**src/rtl/jitter_tracking_frame_queue_drop_macros.svh**
```systemverilog
// Assertion macros for the frame queue RTL.
// Included by jtq_ctrl, the module that carries concurrent checks.
`ifndef JITTER_TRACKING_FRAME_QUEUE_DROP_MACROS_SVH
`define JITTER_TRACKING_FRAME_QUEUE_DROP_MACROS_SVH
// Check an implication on the rising clock, disabled in reset.
`define JTQ_ASSERT(label, clk, rst_n, prop, msg) \
    label: assert property (@(posedge clk) disable iff (!rst_n) (prop)) else $error(msg);
// Check a property that also holds during reset.
`define JTQ_ASSERT_ALWAYS(label, clk, prop, msg) \
    label: assert property (@(posedge clk) (prop)) else $error(msg);
`endif

```
**src/rtl/jtq_pkg.sv**
```systemverilog
// Package for the jitter tracking frame queue: constants, command and status types.
// No dependencies.
`timescale 1ns / 1ps
package jtq_pkg;
    localparam int DEF_QUEUE_DEPTH = 64;
    localparam int DEF_TIME_BITS   = 40;
    localparam int MUL_W    = 16;
    localparam int ALPHA_W  = 16;
    localparam int MARGIN_W = 18;
    localparam int PERIOD_W = 20;
    localparam int CAP_W    = 20;
    localparam int PEAK_W   = 20;
    localparam int OUT_TW   = 40;
    localparam int CNT_OUT_W = 7;
    localparam int CFG_IDX_W = 3;
    localparam int CFG_DATA_W = 20;
    // divide operand: term saturated at 2^62 plus margin/peak headroom
    localparam int DIV_W = 64;

    localparam logic [CFG_IDX_W-1:0] REG_MUL    = 3'd0;
    localparam logic [CFG_IDX_W-1:0] REG_ALPHA  = 3'd1;
    localparam logic [CFG_IDX_W-1:0] REG_MARGIN = 3'd2;
    localparam logic [CFG_IDX_W-1:0] REG_PERIOD = 3'd3;
    localparam logic [CFG_IDX_W-1:0] REG_CAP    = 3'd4;

    typedef struct packed {
        logic load;      // capture event
        logic track;     // run the jitter tracker multiplies
        logic track_fin; // commit tracker result
        logic mem_rd;    // take the head entry from the read data
        logic mem_wr;    // write new frame
        logic pop;       // advance head
        logic term;      // compute division operand
        logic div_start;
        logic drop_one;
        logic out_load;
    } jtq_cmd_t;

    typedef struct packed {
        logic is_dep;
        logic full;
        logic empty;
        logic div_done;
        logic over_safe;
    } jtq_stat_t;
endpackage

```
**src/rtl/jtq_ctrl.sv**
```systemverilog
// Controller state machine sequencing one event through the datapath.
// Depends on jtq_pkg and the assertion macro header.
`timescale 1ns / 1ps
`include "jitter_tracking_frame_queue_drop_macros.svh"
module jtq_ctrl
    import jtq_pkg::*;
(
    input  logic      clk,
    input  logic      rst_n,
    input  logic      in_fire,
    output logic      in_rdy,
    input  logic      out_busy,
    input  logic      out_fire,
    output logic      out_set,
    input  jtq_stat_t stat,
    output jtq_cmd_t  cmd
);
    localparam logic [3:0] S_IDLE  = 4'd0;
    localparam logic [3:0] S_MUL   = 4'd1;
    localparam logic [3:0] S_TRK   = 4'd2;
    localparam logic [3:0] S_ARR   = 4'd3;
    localparam logic [3:0] S_RD    = 4'd4;
    localparam logic [3:0] S_POP   = 4'd5;
    localparam logic [3:0] S_TERM  = 4'd6;
    localparam logic [3:0] S_DIVS  = 4'd7;
    localparam logic [3:0] S_DIVW  = 4'd8;
    localparam logic [3:0] S_DROP  = 4'd9;
    localparam logic [3:0] S_OUT   = 4'd10;
    localparam logic [3:0] S_RDW   = 4'd11;

    logic [3:0] state_reg, state_next;

    always_comb
    begin
        state_next = state_reg;
        cmd = '0;
        out_set = 1'b0;
        case (state_reg)
            S_IDLE:
            begin
                if (in_fire)
                begin
                    cmd.load = 1'b1;
                    state_next = S_MUL;
                end
            end
            S_MUL:
            begin
                cmd.track = 1'b1;
                state_next = S_TRK;
            end
            S_TRK:
            begin
                cmd.track_fin = 1'b1;
                state_next = stat.is_dep ? S_RDW : S_ARR;
            end
            S_ARR:
            begin
                // full queue: drop the oldest while enqueueing
                cmd.mem_wr = 1'b1;
                cmd.pop = stat.full;
                state_next = S_OUT;
            end
            S_RDW:
            begin
                state_next = S_RD;
            end
            S_RD:
            begin
                cmd.mem_rd = 1'b1;
                state_next = stat.empty ? S_TERM : S_POP;
            end
            S_POP:
            begin
                cmd.pop = 1'b1;
                state_next = S_TERM;
            end
            S_TERM:
            begin
                cmd.term = 1'b1;
                state_next = S_DIVS;
            end
            S_DIVS:
            begin
                cmd.div_start = 1'b1;
                state_next = S_DIVW;
            end
            S_DIVW:
            begin
                if (stat.div_done)
                begin
                    state_next = S_DROP;
                end
            end
            S_DROP:
            begin
                if (stat.over_safe)
                begin
                    cmd.drop_one = 1'b1;
                end
                else
                begin
                    state_next = S_OUT;
                end
            end
            S_OUT:
            begin
                // wait for the output register to free up
                if (!out_busy || out_fire)
                begin
                    cmd.out_load = 1'b1;
                    out_set = 1'b1;
                    state_next = S_IDLE;
                end
            end
            default: state_next = S_IDLE;
        endcase
    end

    always_ff @(posedge clk or negedge rst_n)
    begin
        if (!rst_n)
        begin
            state_reg <= S_IDLE;
        end
        else
        begin
            state_reg <= state_next;
        end
    end

    assign in_rdy = (state_reg == S_IDLE);

    `JTQ_ASSERT(a_load_idle, clk, rst_n, cmd.load |-> state_reg == S_IDLE, "load outside idle")
    `JTQ_ASSERT(a_wr_pop_arr, clk, rst_n, (cmd.mem_wr && cmd.pop) |-> stat.full, "pop on write without full")
    `JTQ_ASSERT(a_div_wait, clk, rst_n, cmd.div_start |=> state_reg == S_DIVW, "divider not awaited")
    `JTQ_ASSERT_ALWAYS(a_single_op, clk, !(cmd.drop_one && cmd.mem_wr), "drop during enqueue")
endmodule

```
**config.mk**
```make
export PLATFORM = sky130hd
export DESIGN_NAME = jtq_ctrl
export DESIGN_NICKNAME = d
export VERILOG_FILES = /design/src/rtl/jtq_pkg.sv /design/src/rtl/jtq_ctrl.sv
export VERILOG_INCLUDE_DIRS = /design/src /design/src/rtl
export SDC_FILE = /design/constraint.sdc
export NUM_CORES = 1
export LEC_CHECK = 0
export BUFFER_PORTS_ARGS = -buffer_cell sky130_fd_sc_hd__buf_2
export CAP_MARGIN = 5
export CORE_AREA = 4 4 41 43
export CTS_BUF_LIST = sky130_fd_sc_hd__clkbuf_4
export DETAILED_ROUTE_END_ITERATION = 10
export DIE_AREA = 0 0 45 47
export PLACE_DENSITY = 0.64
export SYNTH_ARGS = -nofsm -noshare
export SYNTH_HDL_FRONTEND = slang
export SYNTH_SLANG_ARGS = --single-unit
```
**constraint.sdc**
```tcl
create_clock -name clk -period 1 [get_ports clk]
set_input_delay 0.1 -clock clk [delete_from_list [all_inputs] [get_ports clk]]
set_output_delay 0.1 -clock clk [all_outputs]
set_load 0.1 [all_outputs]
```
==> impl_metrics.toml <==
[setup_path]
crit_start = "state_reg[1]$_DFFE_PN0P_"
crit_path_end_kind = "output port"
r2r_cells = 5
worstReg2RegEnd = "state_reg[1]$_DFFE_PN0P_"
arrival_ns = 1.43
cp.required_ns = 0.90
r2r_start = "state_reg[0]$_DFFE_PN0P_"
r2r_slack_ns = -0.36
start_kind = "flip-flop"
crit_fanout = 5
worstSetupPathType = "reg2out"

[clock_tree]
clk_latency_ns = 0.25
cts_buffer_depth = 2
path_clk_slew_ns = 0.04
clock_sinks = 4
cts_tree = "built"
cts_buffers = 3
cts-root-buf = "clkbuf_4"
h-tree-depth = 1

[synthesis]
syn_nets = 59
syn_avg_cell_area_um2 = 7.66
yosys.area.top_type_share_pct = 26.7
ys_top_cells_by_area = "dfrtp_1, nand2b_1, nor3_1"
syn-cell-area_um2 = 375
synthCells = 49
synth_cell_types = 25
synth-seq-cells = 4
ys_warn_count = 0
yosysTopAreaCell = "dfrtp_1"
yosysSeqAreaShare_pct = 26.7

[floorplanning]
fp.coreArea_um2 = 1300
io_pins = 22
die_w_um = 45
num_rows = 13
die-area_um2 = 2120
chipHeight_um = 47
initial_core_util_pct = 28.8

[timing]
finalWorstSetupSlack_ns = -0.527
fin_worst_skew_ns = 0.00213
final.period_utilization_pct = 153
rsz0062_at_grt = "yes"
final_max_slew_viol_count = 0
whs_ns = 0.165
hold_violations = 0
post-route-min-period_ns = 1.53
setup_violations = 16
worstMarginPinSlew_ns = 0.252
slew_headroom_pct = 83.1
max_freq_mhz = 655

[detailed_routing]
avgRoutedWirePerCell_um = 14.6
viasPerCell = 4.91
drtPass1Iterations = 4
postRouteAntennaNets = 0
dr_wl_met2_um = 877
num_vias = 550
wl_met1_um = 620
drt_iter0_drc = 9
drc_errors = 0
wl_met3_um = 89
routed_wl_mm = 1.64
top_layer = "met4"

[final_layout]
layout_common_cells = "buf_12, buf_4, buf_6"
post-route-util_pct = 87.7
drive_gt1_share_pct = 79.4
instances_no_fill = 112
antenna_cells = 0
largest_reg_flops = 4
synthToLayoutAreaGrowth_pct = 204
nNetsFinal = 108

[min_path]
min_path_type = "in2reg"
hold_path_startpoint = "stat[4]"
hold_end = "state_reg[3]$_DFFE_PN0P_"
min_path_cells = 3

[flow_run]
maxCapViolations = 0

[placement]
dp.cells = 96
routabilityCongestion = 0.774
dp_hpwl_mm = 1.01
port_buffers = 21

[grt]
grt_pass1_wl_mm = 2.68
grt_max_degree = 8
grt_usage_pct = 18.5
antenna_found_initial = 0
grt_pass1_vias = 573
grt_overflow = 0

[outcome]
status = "complete, but fails checks"
violations = "setup timing"
worst max path at each step:
stage | to | slack (ns)
after CTS | cmd[9] | -0.52
after detailed placement | cmd[9] | -0.26
after global routing | cmd[4] | -0.58
after floorplan | cmd[9] | -1.26
after global placement | cmd[9] | -0.23
final | cmd[9] | -0.53
critical path: stages, from the launching register on:
cell and delay, ns:
dfrtp_2 0.40, buf_6 0.14, nor4_4 0.27, and2_4 0.19, buf_12 0.16
repair_timing:
| action | in CTS | in global routing |
|---|---|---|
| endpoints found under the setup margin | 16 | 16 |
| hold buffers | 1 | 0 |
| resized for setup | 29 | 8 |
| hold endpoints to repair | 4 | 0 |
| pin swaps | 13 | 8 |
| buffers inserted | 10 | 5 |
Yosys cell counts (all sizes together):
cell / number
a21oi: 2
mux2i: 1
nor2: 6
nor3b: 1
nand2: 3
buf: 5
or3b: 1
o22a: 1
a21o: 1
nor3: 6
nor4: 1
and2: 1
a311oi: 1
a221o: 1
o22ai: 1
nand3b: 1
inv: 1
nor2b: 2
nand2b: 5
dfrtp: 4
a211oi: 1
and3b: 1
o21ai: 2
through the flow:
stage | cell area, um^2 | TNS [ns] | setup slack (ns)
global placement | 861 | -2.87 | -0.234
finish | 1140 | -6.71 | -0.527
floorplan | 473 | -9.03 | -1.26
CTS | 1080 | -6.53 | -0.516
detailed placement | 861 | -3.16 | -0.257
global route | 1140 | -7.70 | -0.581
layer usage:
layer	track usage, %	up-vias
met2	31.9	23
met4	11.1	0
met1	20.7	250
li1	-	272
met3	4.21	5
met5	0	-
layout make-up:
type                            instances  area (um^2)
Sequential cell                         4          103
Tap cell                               15         18.8
Clock buffer                            4         30.0
Inverter                                1         3.75
Timing Repair Buffer                   49          559
Multi-Input combinational cell         39          427
Fill cell                              70          160
logic make-up after synthesis:
kind of cell	count (synthesis)	share of synthesized area, %
AOI/OAI and AO/OA	10	18.3
muxes	1	2.67
and+or+nand+nor	28	42.3
DFF	4	26.7
buffers and inverters	6	10.0
Power is not shown: default switching activity piles up to over one toggle a cycle in this logic, so the estimate is an artifact.
